**src/design/pts_pkg.sv**
```systemverilog
// Package for the priority task scheduler: sizes, action codes and cell types.
// No dependencies.
package pts_pkg;
   localparam int MaxTasks = 8;
   localparam int IdxW = $clog2(MaxTasks);
   localparam int CntW = $clog2(MaxTasks + 1);
   localparam logic [7:0] PrioReserved = 8'd255;

   typedef enum logic [2:0] {
      ACT_TICK = 3'd0, ACT_SCHED = 3'd1, ACT_CREATE = 3'd2, ACT_SLEEP = 3'd3,
      ACT_SUSPEND = 3'd4, ACT_RESUME = 3'd5, ACT_SETPRIO = 3'd6, ACT_NONE = 3'd7
   } action_type;

   // Command broadcast from the controller to every cell.
   typedef struct packed {
      logic             wake;      // run the sleeper wake check
      logic             create;    // initialize the cell at wr_idx
      logic             sleep;     // put the cell at wr_idx to sleep
      logic             suspend;
      logic             resume;
      logic             setprio;
      logic [IdxW-1:0]  wr_idx;
      logic [7:0]       prio;
      logic [31:0]      duration;
      logic [31:0]      tick;
   } cell_cmd_type;

   // Status one cell reports back.
   typedef struct packed {
      logic       suspended;
      logic       ready;       // neither suspended nor blocked
      logic [7:0] prio;
   } cell_stat_type;

   // Search token passed from cell to cell along the ring.
   typedef struct packed {
      logic [8:0]      best;   // 256 means none found
      logic [IdxW-1:0] pick;
   } token_type;
endpackage

```
**src/design/priority_task_scheduler.sv**
```systemverilog
// Top level of the priority task scheduler: controller, slot cells and scan.
// Depends on pts_pkg, pts_cell and pts_scan.
//
// Usage: one request transaction carries an action (tick, schedule, create,
// sleep, suspend, resume, set priority) and its operands; exactly one
// response transaction (ok, task_index) follows for each request.
// A tick, create, suspend, resume or set priority answers straight from the
// execute state. Schedule and sleep, when a task exists (and, for sleep, after
// launch), run the wake check in the cells (the launching schedule skips it),
// then walk a search token around the ring of slots one slot per cycle.
// One request is in work at a time; req_ready is high while no request is in
// work and the response register is empty or being emptied.
// Reset clears all flags, the task count, the current task, the launch flag
// and the tick counter. When the receiver stalls the response holds in its
// register and no new request is taken until it is delivered.
module priority_task_scheduler (
   input  logic                   clock,
   input  logic                   reset,
   input  logic                   req_valid,
   output logic                   req_ready,
   input  pts_pkg::action_type    req_action,
   input  logic [2:0]             req_task_id,
   input  logic [7:0]             req_prio_value,
   input  logic [31:0]            req_duration,
   output logic                   rsp_valid,
   input  logic                   rsp_ready,
   output logic                   rsp_ok,
   output logic [2:0]             rsp_task_index
);
   import pts_pkg::*;

   typedef enum logic [1:0] {ST_IDLE, ST_EXEC, ST_WAKE, ST_SCAN} state_type;

   state_type          state_ff;
   action_type         act_ff;
   logic [2:0]         tid_ff;
   logic [7:0]         prio_ff;
   logic [31:0]        dur_ff;
   logic [CntW-1:0]    count_ff;
   logic [IdxW-1:0]    cur_ff;
   logic               launched_ff;
   logic [31:0]        tick_ff;
   logic [CntW-1:0]    step_ff;
   logic [IdxW-1:0]    pos_ff;
   logic               launch_ff;
   token_type          tok_ff, tok_in;
   logic               rsp_valid_ff, rsp_ok_ff;
   logic [2:0]         rsp_idx_ff;

   cell_cmd_type       cmd;
   cell_stat_type      stats [MaxTasks];
   cell_stat_type      stat_sel;
   logic               accept, tid_ok, exec;

   assign req_ready = (state_ff == ST_IDLE) && (!rsp_valid_ff || rsp_ready);
   assign accept = req_valid && req_ready;
   assign tid_ok = ({1'b0, tid_ff} < {{(CntW > 4 ? CntW - 4 : 0){1'b0}}, count_ff});
   assign stat_sel = stats[tid_ff[IdxW-1:0]];
   assign exec = (state_ff == ST_EXEC);

   // Commands to the row of cells.
   always_comb begin
      cmd = '0;
      cmd.tick = tick_ff;
      cmd.prio = prio_ff;
      cmd.duration = dur_ff;
      cmd.wr_idx = tid_ff[IdxW-1:0];
      cmd.wake = (state_ff == ST_WAKE);
      if (exec) begin
         unique case (act_ff)
            ACT_CREATE: begin
               cmd.wr_idx = count_ff[IdxW-1:0];
               cmd.create = (count_ff < CntW'(MaxTasks)) &&
                            !(prio_ff == PrioReserved && count_ff != '0);
            end
            ACT_SLEEP: begin
               cmd.wr_idx = cur_ff;
               cmd.sleep = launched_ff && count_ff != '0 && dur_ff != '0;
            end
            ACT_SUSPEND: cmd.suspend = tid_ok && !stat_sel.suspended;
            ACT_RESUME:  cmd.resume = tid_ok && stat_sel.suspended;
            ACT_SETPRIO: cmd.setprio = tid_ok;
            default: ;
         endcase
      end
   end

   genvar g;
   generate
      for (g = 0; g < MaxTasks; g++) begin : g_cell
         pts_cell u_cell (
            .clock(clock), .reset(reset), .cell_idx(IdxW'(g)),
            .cmd(cmd), .stat(stats[g])
         );
      end
   endgenerate

   // The token moves one slot per cycle through a shared compare stage.
   pts_scan u_scan (
      .launch(launch_ff), .active(1'b1), .idx(pos_ff),
      .stat(stats[pos_ff]), .tok_in(tok_ff), .tok_out(tok_in)
   );

   // Controller and response register.
   always_ff @(posedge clock) begin
      if (reset) begin
         state_ff     <= ST_IDLE;
         count_ff     <= '0;
         cur_ff       <= '0;
         launched_ff  <= 1'b0;
         tick_ff      <= '0;
         rsp_valid_ff <= 1'b0;
      end else begin
         if (rsp_valid_ff && rsp_ready) rsp_valid_ff <= 1'b0;
         unique case (state_ff)
            ST_IDLE: begin
               if (accept) begin
                  act_ff  <= req_action;
                  tid_ff  <= req_task_id;
                  prio_ff <= req_prio_value;
                  dur_ff  <= req_duration;
                  state_ff <= ST_EXEC;
               end
            end
            ST_EXEC: begin
               rsp_ok_ff  <= 1'b0;
               rsp_idx_ff <= 3'(cur_ff);
               tok_ff.best <= 9'd256;
               tok_ff.pick <= cur_ff;
               step_ff <= '0;
               launch_ff <= 1'b0;
               pos_ff <= (cur_ff == IdxW'(count_ff - 1'b1)) ? '0 : cur_ff + 1'b1;
               state_ff <= ST_IDLE;
               rsp_valid_ff <= 1'b1;
               unique case (act_ff)
                  ACT_TICK: begin
                     tick_ff <= tick_ff + 1'b1;
                     rsp_ok_ff <= 1'b1;
                  end
                  ACT_SCHED: begin
                     if (count_ff != '0) begin
                        rsp_valid_ff <= 1'b0;
                        if (!launched_ff) begin
                           launch_ff <= 1'b1;
                           pos_ff <= '0;
                           tok_ff.best <= {1'b0, stats[0].prio};
                           tok_ff.pick <= '0;
                           state_ff <= ST_SCAN;
                        end else begin
                           state_ff <= ST_WAKE;
                        end
                     end
                  end
                  ACT_CREATE: begin
                     rsp_idx_ff <= '0;
                     if (cmd.create) begin
                        rsp_ok_ff <= 1'b1;
                        rsp_idx_ff <= 3'(count_ff);
                        count_ff <= count_ff + 1'b1;
                     end
                  end
                  ACT_SLEEP: begin
                     if (launched_ff && count_ff != '0) begin
                        rsp_valid_ff <= 1'b0;
                        state_ff <= ST_WAKE;
                     end
                  end
                  ACT_SUSPEND: rsp_ok_ff <= cmd.suspend;
                  ACT_RESUME:  rsp_ok_ff <= cmd.resume;
                  ACT_SETPRIO: rsp_ok_ff <= cmd.setprio;
                  default: ;
               endcase
            end
            ST_WAKE: state_ff <= ST_SCAN;
            ST_SCAN: begin
               tok_ff <= tok_in;
               pos_ff <= (pos_ff == IdxW'(count_ff - 1'b1)) ? '0 : pos_ff + 1'b1;
               step_ff <= step_ff + 1'b1;
               if (step_ff == count_ff - 1'b1) begin
                  cur_ff <= tok_in.pick;
                  launched_ff <= 1'b1;
                  rsp_ok_ff <= 1'b1;
                  rsp_idx_ff <= 3'(tok_in.pick);
                  rsp_valid_ff <= 1'b1;
                  state_ff <= ST_IDLE;
               end
            end
            default: state_ff <= ST_IDLE;
         endcase
      end
   end

   assign rsp_valid = rsp_valid_ff;
   assign rsp_ok = rsp_ok_ff;
   assign rsp_task_index = rsp_idx_ff;
endmodule

```
**src/design/pts_cell.sv**
```systemverilog
// One task slot of the scheduler table: priority, flags and sleep timer.
// Depends on pts_pkg.
module pts_cell (
   input  logic                  clock,
   input  logic                  reset,
   input  logic [pts_pkg::IdxW-1:0] cell_idx,
   input  pts_pkg::cell_cmd_type cmd,
   output pts_pkg::cell_stat_type stat
);
   import pts_pkg::*;

   logic [7:0]  prio_ff;
   logic [31:0] len_ff, start_ff;
   logic        susp_ff, blk_ff, slp_ff;
   logic        hit, expired;

   assign hit = (cmd.wr_idx == cell_idx);
   assign expired = slp_ff && !susp_ff && ((cmd.tick - start_ff) >= len_ff);

   // Control flags of the slot.
   always_ff @(posedge clock) begin
      if (reset) begin
         susp_ff <= 1'b0;
         blk_ff  <= 1'b0;
         slp_ff  <= 1'b0;
      end else if (hit && cmd.create) begin
         susp_ff <= 1'b0;
         blk_ff  <= 1'b0;
         slp_ff  <= 1'b0;
      end else if (hit && cmd.sleep) begin
         blk_ff <= 1'b1;
         slp_ff <= 1'b1;
      end else if (hit && cmd.suspend) begin
         susp_ff <= 1'b1;
      end else if (hit && cmd.resume) begin
         susp_ff <= 1'b0;
      end else if (cmd.wake && expired) begin
         blk_ff <= 1'b0;
         slp_ff <= 1'b0;
      end
   end

   // Payload of the slot.
   always_ff @(posedge clock) begin
      if (hit && (cmd.create || cmd.setprio)) begin
         prio_ff <= cmd.prio;
      end
      if (hit && cmd.sleep) begin
         len_ff   <= cmd.duration;
         start_ff <= cmd.tick;
      end
   end

   assign stat.suspended = susp_ff;
   assign stat.ready = !susp_ff && !blk_ff;
   assign stat.prio = prio_ff;
endmodule

```
**src/design/pts_scan.sv**
```systemverilog
// One stage of the ring search: compares a slot against the running best.
// Depends on pts_pkg.
module pts_scan (
   input  logic                   launch,
   input  logic                   active,
   input  logic [pts_pkg::IdxW-1:0] idx,
   input  pts_pkg::cell_stat_type stat,
   input  pts_pkg::token_type     tok_in,
   output pts_pkg::token_type     tok_out
);
   import pts_pkg::*;

   logic take;

   // Launch ignores flags; a normal pick needs a ready task.
   assign take = active && ({1'b0, stat.prio} < tok_in.best) && (launch || stat.ready);

   always_comb begin
      tok_out = tok_in;
      if (take) begin
         tok_out.best = {1'b0, stat.prio};
         tok_out.pick = idx;
      end
   end
endmodule

```
**config.mk**
```make
export PLATFORM = sky130hd
export DESIGN_NAME = priority_task_scheduler
export DESIGN_NICKNAME = d
export VERILOG_FILES = /design/src/design/pts_pkg.sv /design/src/design/priority_task_scheduler.sv /design/src/design/pts_cell.sv /design/src/design/pts_scan.sv
export SDC_FILE = /design/constraint.sdc
export NUM_CORES = 1
export LEC_CHECK = 0
export ABC_AREA = 1
export ABC_CLOCK_PERIOD_IN_PS = 5400
export BUFFER_PORTS_ARGS = -buffer_cell sky130_fd_sc_hd__buf_4
export CAP_MARGIN = 15
export CORE_ASPECT_RATIO = 1.1
export CORE_MARGIN = 8
export CORE_UTILIZATION = 47
export CTS_CLUSTER_DIAMETER = 100
export DETAILED_ROUTE_END_ITERATION = 6
export PLACE_DENSITY_LB_ADDON = 0.05
export RECOVER_POWER = 25
export SYNTH_ARGS = -nofsm -noshare
export SYNTH_HDL_FRONTEND = slang
export SYNTH_SLANG_ARGS = --single-unit
```
**constraint.sdc**
```tcl
create_clock -name clock -period 5.4 [get_ports clock]
set_input_delay 0.27 -clock clock [delete_from_list [all_inputs] [get_ports clock]]
set_output_delay 0.27 -clock clock [all_outputs]
set_load 0.1 [all_outputs]
```
## After elaboration in Yosys (flattened, before gate mapping)

Index checks and enable logic that the tools add are counted.

- Register bits after elaboration: 705
- Input port bits: 50
- Output and inout port bits: 6
- Logic and storage cells: 389

- $add $sub $neg: 14
- Magnitude comparators: 13
- Equality and inequality tests: 39
- Multiplexer cells: 95
- Bitwise operators: 11
- Reduce and logical (&&, ||, !) cells: 160

Operators by type and width:

| kind | count |
|---|---|
| $ge A32 B32 Y1 | 8 |
| $sub A32 B32 Y32 | 8 |
| $logic_and A1 B1 Y1 | 82 |
| $mux W1 | 61 |
| $bmux W10 S3 | 2 |
| $mux W12 | 4 |
| $ne A2 B2 Y1 const B | 18 |
| $reduce_and A3 Y1 | 12 |
| $reduce_bool A2 Y1 | 17 |
| $add A32 B1 Y32 const B | 1 |
| $reduce_bool A32 Y1 | 1 |
| $reduce_and A2 Y1 | 14 |
| $mux W3 | 8 |
| $pmux W12 S2 | 1 |
| $eq A3 B3 Y1 const B | 7 |
| $mux W10 | 2 |
| $logic_not A1 Y1 | 19 |
| $mux W9 | 2 |
| $pmux W3 S2 | 3 |
| $reduce_or A2 Y1 | 8 |
| $eq A3 B2 Y1 const B | 4 |
| $lt A8 B9 Y1 | 1 |
| $not A1 Y1 | 9 |
| $add A4 B1 Y4 const B | 2 |
| 24 further kinds | 38 |

## Longest topological paths before layout

Gate-level depths: netlist (run 1).

- Depth after elaboration: 14
- Depth in mapped cells: 28
- Mapped depth without buffers: 28

## Cells and area by module

Synthesis (run 1) repeated with hierarchy kept, for this count alone.

- Cells, all modules: 5,663
- Area total of the unflattened synthesis: 48,288.8 um2

By module, submodules not included:

| module | instances | cells an instance | area an instance (um2) | sequential area each (um2) |
|---|---|---|---|---|
| pts_cell at g_cell[3].u_cell ... | 3 | 590 | 5,192.5 | 2,202.1 |
| priority_task_scheduler | 1 | 817 | 6,202.2 | 2,962.8 |
| pts_cell at g_cell[6].u_cell | 1 | 603 | 5,241.3 | 2,202.1 |
| pts_cell at g_cell[7].u_cell | 1 | 602 | 5,237.5 | 2,202.1 |
| pts_cell at g_cell[1].u_cell | 1 | 602 | 5,233.8 | 2,202.1 |
| pts_cell at g_cell[2].u_cell | 1 | 599 | 5,226.3 | 2,202.1 |
| pts_cell at g_cell[0].u_cell | 1 | 585 | 5,111.2 | 2,202.1 |
| pts_scan | 1 | 85 | 459.2 | 0.0 |

## Least setup slack after synthesis (run 1)

Ideal clock, no wire load.

- Kind: register to register
- From: register rsp_valid_ff (netlist: rsp_valid)
- To: register act_ff[0] (enable)
- Library setup time: 0.450 ns
- Data arrival time: 5.151 ns
- Required time: 4.950 ns
- Setup slack: -0.201 ns
- Stages on the path, launching flop included: 6
- Buffers on the path: 0
- Clock period less this slack: 5.601 ns
- Cells stage by stage: dfxtp_1 > inv_1 > nor2_1 > nor3_1 > nand2_1 > nor2_1

- Longest elaborated chain between the ends: 5

Ends and longest elaborated chain:

| item | RTL line | source |
|---|---|---|
| start, declared | priority_task_scheduler.sv:47 | `logic rsp_valid_ff, rsp_ok_ff;` |
| start signal, assigned | priority_task_scheduler.sv:112 | `rsp_valid_ff <= 1'b0;` |
| start signal, assigned | priority_task_scheduler.sv:114 | `if (rsp_valid_ff && rsp_ready) rsp_valid_ff <= 1'b0;` |
| start signal, assigned | priority_task_scheduler.sv:134 | `rsp_valid_ff <= 1'b1;` |
| $logic_not A1 Y1 | priority_task_scheduler.sv:55 | `assign req_ready = (state_ff == ST_IDLE) && (!rsp_valid_ff \|\| rsp_ready);` |
| $logic_or A1 B1 Y1 | priority_task_scheduler.sv:55 |  |
| $logic_and A1 B1 Y1 | priority_task_scheduler.sv:55 |  |
| net req_ready | priority_task_scheduler.sv:20 | `output logic req_ready,` |
| $logic_and A1 B1 Y1 | priority_task_scheduler.sv:56 | `assign accept = req_valid && req_ready;` |
| $reduce_and A3 Y1 (no source line) | - |  |
| end signal, assigned | priority_task_scheduler.sv:118 | `act_ff <= req_action;` |
| end, declared | priority_task_scheduler.sv:35 | `action_type act_ff;` |

The timed path passes the listed nets, and every way through them passes these cells.
A chain may end at the register's enable or synchronous reset.

## Worst setup path after layout (run 1)

- From: register tick_ff[25]
- To: register g_cell[0].u_cell.slp_ff

- Longest elaborated chain between the ends: 6

Ends and longest elaborated chain:

| item | RTL line | source |
|---|---|---|
| start, declared | priority_task_scheduler.sv:42 | `logic [31:0] tick_ff;` |
| start signal, assigned | priority_task_scheduler.sv:137 | `tick_ff <= tick_ff + 1'b1;` |
| $sub A32 B32 Y32 | pts_cell.sv:18 | `assign expired = slp_ff && !susp_ff && ((cmd.tick - start_ff) >= len_ff);` |
| $ge A32 B32 Y1 | pts_cell.sv:18 |  |
| $logic_and A1 B1 Y1 | pts_cell.sv:18 |  |
| $logic_and A1 B1 Y1 | pts_cell.sv:37 | `end else if (cmd.wake && expired) begin` |
| $reduce_bool A2 Y1 (no source line) | - |  |
| $reduce_and A3 Y1 (no source line) | - |  |
| end signal, assigned | pts_cell.sv:25 | `slp_ff <= 1'b0;` |
| end signal, assigned | pts_cell.sv:29 | `slp_ff <= 1'b0;` |
| end signal, assigned | pts_cell.sv:39 | `slp_ff <= 1'b0;` |
| end, declared | pts_cell.sv:14 | `logic susp_ff, blk_ff, slp_ff;` |

Every way passes these cells.

==> results.cfg, run 1 <==
[min_path]
holdCritPathClass = input port to flip-flop

[timing]
period_share = 0.8552
hold_viol = 0
fmax_mhz = 216.6
worst_slack_ns = 0.7821
setup_viol = 0
slew_viol_final = 97
skew_ns = 0.03022
tightestPinTransition_ns = 1.999
rsz0062_at_grt = false
timing.slew.headroom = -0.3324
tns_ns = 0
finalCriticalPeriod_ns = 4.618

[synth]
synth_fa_ha_area_frac = 0.1428
syn-num-nets = 6017
ys_seq_elements = 705
yosys.area.top_type = edfxtp_1
syn-instance-count = 5440
yosys.area_share.simple = 0.1762
synth_compound_area_frac = 0.1078
synth_top_family_by_area = simple AND/OR/NAND/NOR gates
ys_dominant_reg_cell = edfxtp_1
ys_warn_count = 0
synth_xor_area_frac = 0.04473
synth_edf_count = 646
synth.distinct_cells = 53
yosysTopAreaCellShare = 0.4162
muxShareOfSynthArea = 0.001503
synthTopCellsByArea = edfxtp_1, ha_1, nand2_1
synth_async_sr_flop_share = 0
yosysSeqAreaShare = 0.4416
avgSynthCellArea_um2 = 8.567
synth_area_um2 = 46610

[layout]
final_cell_mix = nand2_1, inv_1, edfxtp_1
fin_nets = 6287
drive_gt1_frac = 0.05107
final_common_cell = nand2_1
area_delta_synth_final_pct = 12.60

[cts]
clock_path_buffers = 3
insertion_delay_ns = 0.67
cts-htree-levels = 3
cts_tree = built
numClockSinks = 705
clock-root-buffer = clkbuf_16
clk_pin_slew_ns = 0.06
post_cts_buffers = 0
cts_buffers = 81

[power]
p_int_mw = 9.324
power.total_mw = 12.03
power_frac_seq = 0.497
clkPwrFrac = 0.470
swShare = 0.2247
ir_drop_uv = 322.3
p_leak_nw = 24.49
powerDensity_nw_per_um2 = 229.2
pwr-share-comb = 0.033
p_sw_mw = 2.703

[floorplan]
core_area_um2 = 98710
dieWidth_um = 316.2
num_rows = 121
initial_core_util = 0.4722
die_h_um = 346.3
io_pins = 56
dieArea_um2 = 109500

[setup_path]
criticalPathCategory = flip-flop to flip-flop
critPathRequiredTime_ns = 5.94
worstSetupStartpointType = flip-flop
arrival_ns = 5.16
end_kind = flip-flop
crit_fanout = 13

[flow_run]
drv_cap = 10

[global_routing]
grt_max_degree = 46
grt_pass1_wl_um = 224900
grt_overflow_total = 0
antenna_found_initial = 19
grt_pass1_vias = 36210
grt_usage = 0.2739

[run_status]
status = complete, but fails checks
violations = max-capacitance violations, max-slew violations

[route]
drc_errors = 0
vias_per_cell = 5.340
routed_wl_um = 152900
drt-initial-drc-count = 3216
first_pass_iters = 7
wl_per_cell_um = 21.59
ant_nets = 0
via_count = 37810

[place]
io_buffers = 55
routabilityCongestion = 0.9560
pre_cts_ws_ns = 1.119
hpwl_um = 112100
==> critical path, stage by stage, from the launching register on <==
cell and delay (ns):
dfxtp_1 0.30, clkbuf_1 0.87, buf_4 0.50, ha_1 0.38, a21oi_1 0.24, a21boi_0 0.28, o21ai_0 0.12, a21oi_1 0.14
nand2_1 0.11, xor2_1 0.16, ha_1 0.27, nand2_1 0.06, nor2_1 0.14, nand2_1 0.13, nor2_1 0.21, nand4_1 0.13
nand3_1 0.22, nand2_1 0.07, nand2_1 0.06, a21oi_1 0.05
==> final cells by class <==
cell class,instances,area (µm²)
Timing Repair Buffer,213,1640
Sequential cell,705,20580
Antenna cell,14,35.03
Clock inverter,44,430.4
Tap cell,1291,1615
Fill cell,9305,46230
Multi-Input combinational cell,3680,22050
Inverter,1029,3862
Clock buffer,105,2262
==> registers in the layout (all words and copies together), names as in the netlist, 4 cells and up, named ones only <==
signal                  count
step_ff                     4
g_cell.u_cell.prio_ff      64
g_cell.u_cell.susp_ff       8
tok_ff                     12
tick_ff                    32
dur_ff                     32
prio_ff                     8
g_cell.u_cell.start_ff    256
g_cell.u_cell.len_ff      256
g_cell.u_cell.blk_ff        7
count_ff                    4
==> logic make-up (layout without fill, tap and decap cells) <==
family | Yosys count | count (layout)
AOI/OAI and AO/OA | 897 | 897
xor gates and xnor gates | 238 | 238
adders and majority gates | 527 | 527
buffers and inverters | 1055 | 1391
DFF | 705 | 705
muxes | 7 | 7
other | 0 | 14
and+or+nand+nor | 2011 | 2011
==> routing by layer <==
| metal | up-vias | track usage | routed length, µm |
|---|---|---|---|
| li1 | 18680 | - | - |
| met1 | 17700 | 0.3550 | 65120 |
| met2 | 1147 | 0.4612 | 71620 |
| met3 | 272 | 0.04064 | 9720 |
| met4 | 6 | 0.1029 | 6350 |
| met5 | - | 0 | 39 |
==> synthesized netlist by cell type (all sizes together) (43+ instances only) <==
master and count:
edfxtp 646, nand2 1125, xor2 184, xnor2 54, a21oi 452, o21ai 242, inv 1029, dfxtp 59
nor3 51, o21bai 43, ha 519, nand3 223, nor2 518, nand4 64
==> power by group through the flow <==
| stage | clock network [mW] | registers [mW] | logic, mW |
|---|---|---|---|
| floorplan | 0 | 6.11 | 0.150 |
| global placement | 0 | 6.09 | 0.381 |
| detailed placement | 0 | 6.09 | 0.384 |
| CTS | 5.76 | 5.98 | 0.413 |
| global route | 5.98 | 5.98 | 0.428 |
| finish | 5.65 | 5.98 | 0.402 |
==> what timing repair did <==
item	in CTS	in global routing
hold buffers	47	0
gates resized for setup	0	0
hold endpoints to repair	47	0
==> final timing paths <==
path                                 from  slack (ns)  cells past startpoint                       to
setup / recovery              tick_ff[25]        0.78                     19  g_cell[0].u_cell.slp_ff
hold / removal                  rsp_ready        0.06                      4                rsp_valid
setup reg to reg              tick_ff[25]        0.78                     19  g_cell[0].u_cell.slp_ff
hold reg to reg   g_cell[2].u_cell.blk_ff        0.46                      2  g_cell[2].u_cell.blk_ff
==> through the flow <==
| step | cells | hold slack (ns) | instance area, µm² | util |
|---|---|---|---|---|
| 6_report | 7081 | 0.05580 | 52480 | 0.5317 |
| 2_1_floorplan | 5440 | 0.3689 | 46610 | - |
| 3_5_place_dp | 6871 | 0.4493 | 49420 | 0.5007 |
| 4_1_cts | 7067 | 0.002475 | 52590 | 0.5327 |
| 5_1_grt | 7071 | 0.03648 | 52460 | 0.5314 |
| 3_3_place_gp | 6871 | 0.4480 | 49420 | 0.5007 |
Power figures use the tool's default switching activity.
==> inputs of run 2 (changes only) <==
--- a/config.mk
+++ b/config.mk
@@ -16,6 +16,7 @@
 export DETAILED_ROUTE_END_ITERATION = 6
 export PLACE_DENSITY_LB_ADDON = 0.05
 export RECOVER_POWER = 25
+export REMOVE_ABC_BUFFERS = 1
 export SYNTH_ARGS = -nofsm -noshare
 export SYNTH_HDL_FRONTEND = slang
 export SYNTH_SLANG_ARGS = --single-unit
==> run 2 against run 1 <==
- the flow still finishes with violations (max-capacitance violations, max-slew violations)
- critical path type unchanged
- sequential share of layout area decreased by 0.14 points
- critical endpoint is now g_cell[2].u_cell.blk_ff
- combinational power decreased by 2%
- register-to-register slack got worse by 0.06 ns
- clock skew decreased by 0.011 ns
- final area increased by 0.35%
- setup slack got worse by 0.059 ns
- non-clock buffer count increased by 10
- largest power group unchanged
==> results.cfg, run 2 (same netlist as run 1, synthesis figures left out) <==
[route]
routed_wl_um = 154600
vias_per_cell = 5.392
drt-initial-drc-count = 3655
ant_nets = 0
via_count = 38230
first_pass_iters = 6
wl_per_cell_um = 21.80
drc_errors = 0

[power]
p_int_mw = 9.444
power.total_mw = 12.20
clkPwrFrac = 0.476
powerDensity_nw_per_um2 = 231.6
pwr-share-comb = 0.032
power_frac_seq = 0.491
p_leak_nw = 24.59
ir_drop_uv = 299.1
p_sw_mw = 2.754
swShare = 0.2258

[cts]
cts-htree-levels = 3
cts_tree = built
clk_pin_slew_ns = 0.06
clock_path_buffers = 3
cts_buffers = 82
clock-root-buffer = clkbuf_16
insertion_delay_ns = 0.67
numClockSinks = 705
ctsResizeCount = 0

[timing]
timing.slew.headroom = -0.2538
period_share = 0.8660
fmax_mhz = 213.8
slew_viol_final = 63
rsz0062_at_grt = false
hold_ws_ns = 0.3349
worst_slack_ns = 0.7235
setup_viol = 0
finalCriticalPeriod_ns = 4.676
tightestPinTransition_ns = 1.881
hold_viol = 0
skew_ns = 0.01898

[layout]
final_util = 0.5335
top_regs = g_cell.u_cell.len_ff x256, g_cell.u_cell.start_ff x256, g_cell.u_cell.prio_ff x64
drive_gt1_frac = 0.05339
fin_nets = 6298
area_delta_synth_final_pct = 13.00
fin_area_um2 = 52660
fill_cells = 9388
final_common_cell = nand2_1
final_cell_mix = nand2_1, inv_1, edfxtp_1

[setup_path]
path_common_cell = nand2_1
arrival_ns = 5.22
criticalPathCategory = flip-flop to flip-flop
cp_cell_sequence = clkbuf_1 > ha_1 > nand2_1 > nor2_1 > nand2_1 > o21ai_0 > nand3_1 > nand2_1 > xor2_1 > ha_1 > nand2_1 > nor2_1 > nand2_1 > nor2_1 > nand4_1 > nand3_1 > nand2_1 > nand2_1 > a21oi_1
worst_path_largest_cell_delay_ns = 0.92
crit_fanout = 12
critPathRequiredTime_ns = 5.95
cp-startpoint = tick_ff[10]
slowest_stage = clkbuf_1
r2r_start = tick_ff[10]
worstSetupStartpointType = flip-flop
end_kind = flip-flop

[place]
pre_cts_ws_ns = 1.259
place_area_um2 = 49510
io_buffers = 55
routabilityCongestion = 0.9561
hpwl_um = 115900

[global_routing]
grt_usage = 0.2777
grt_pass1_vias = 37060
grt_max_degree = 48
grt_overflow_total = 0
grt_pass1_wl_um = 228200
antenna_found_initial = 20

[floorplan]
dieWidth_um = 316.2
io_pins = 56
core_area_um2 = 98710
dieArea_um2 = 109500
num_rows = 121
initial_core_util = 0.4722
die_h_um = 346.3

[run_status]
status = complete, but fails checks
violations = max-capacitance violations, max-slew violations

[min_path]
holdCritStartpoint = req_duration[4]
holdCritPathClass = input port to flip-flop

[flow_run]
drv_cap = 6
==> run 2: timing repair <==
item,in CTS,in global routing
hold endpoints to repair,55,0
hold buffers,49,0
buffers inserted,0,0
==> run 2: area by class of cell <==
class | count | area (µm²) | share of cell area
clock buffers | 97 | 2128 | 0.04041
well taps | 1291 | 1615 | 0.03067
flip-flops and latches | 705 | 20580 | 0.3908
diodes | 12 | 30.03 | 0.0005702
multi-input cells | 3680 | 22050 | 0.4188
clock inverters | 54 | 648.1 | 0.01231
repair buffers | 223 | 1745 | 0.03314
inverters | 1029 | 3862 | 0.07334
==> run 2: path summary, 6_finish.rpt <==
| check | end | slack (ns) | cells past startpoint |
|---|---|---|---|
| max | g_cell[2].u_cell.blk_ff | 0.72 | 19 |
| min | dur_ff[4] | 0.33 | 2 |
| max reg2reg | g_cell[2].u_cell.blk_ff | 0.72 | 19 |
| min reg2reg | g_cell[5].u_cell.len_ff[1] | 0.45 | 0 |
==> run 2: through the flow <==
stage               instances  setup TNS, ns
floorplan                5414         -9.239
global placement         6879              0
detailed placement       6879              0
CTS                      7079              0
global route             7079              0
finish                   7091              0
==> run 2: power groups by stage <==
stage	sequential [mW]	combinational [mW]	clock (mW)
3_3_place_gp	6.11	0.369	0
6_report	5.99	0.395	5.81
4_1_cts	5.99	0.401	5.92
3_5_place_dp	6.11	0.372	0
5_1_grt	5.99	0.418	6.11
2_1_floorplan	6.11	0.142	0
==> run 2: metal layers <==
| layer | vias up | part of all wire | GRT usage |
|---|---|---|---|
| met3 | 244 | 0.065 | 0.02979 |
| met2 | 1226 | 0.46 | 0.4523 |
| met5 | - | 0 | 0 |
| met4 | 0 | 0.045 | 0.1158 |
| li1 | 18680 | - | - |
| met1 | 18090 | 0.43 | 0.3758 |
==> run 2: critical path: cells and delay by family, from the launching register on <==
kind            cells  cell delay (ns)
buf+inv             1             0.92
compound gates      2             0.73
fa+ha+maj           2             0.67
xor+xnor            1             0.10
simple gates       13             1.78
flops               1             0.34
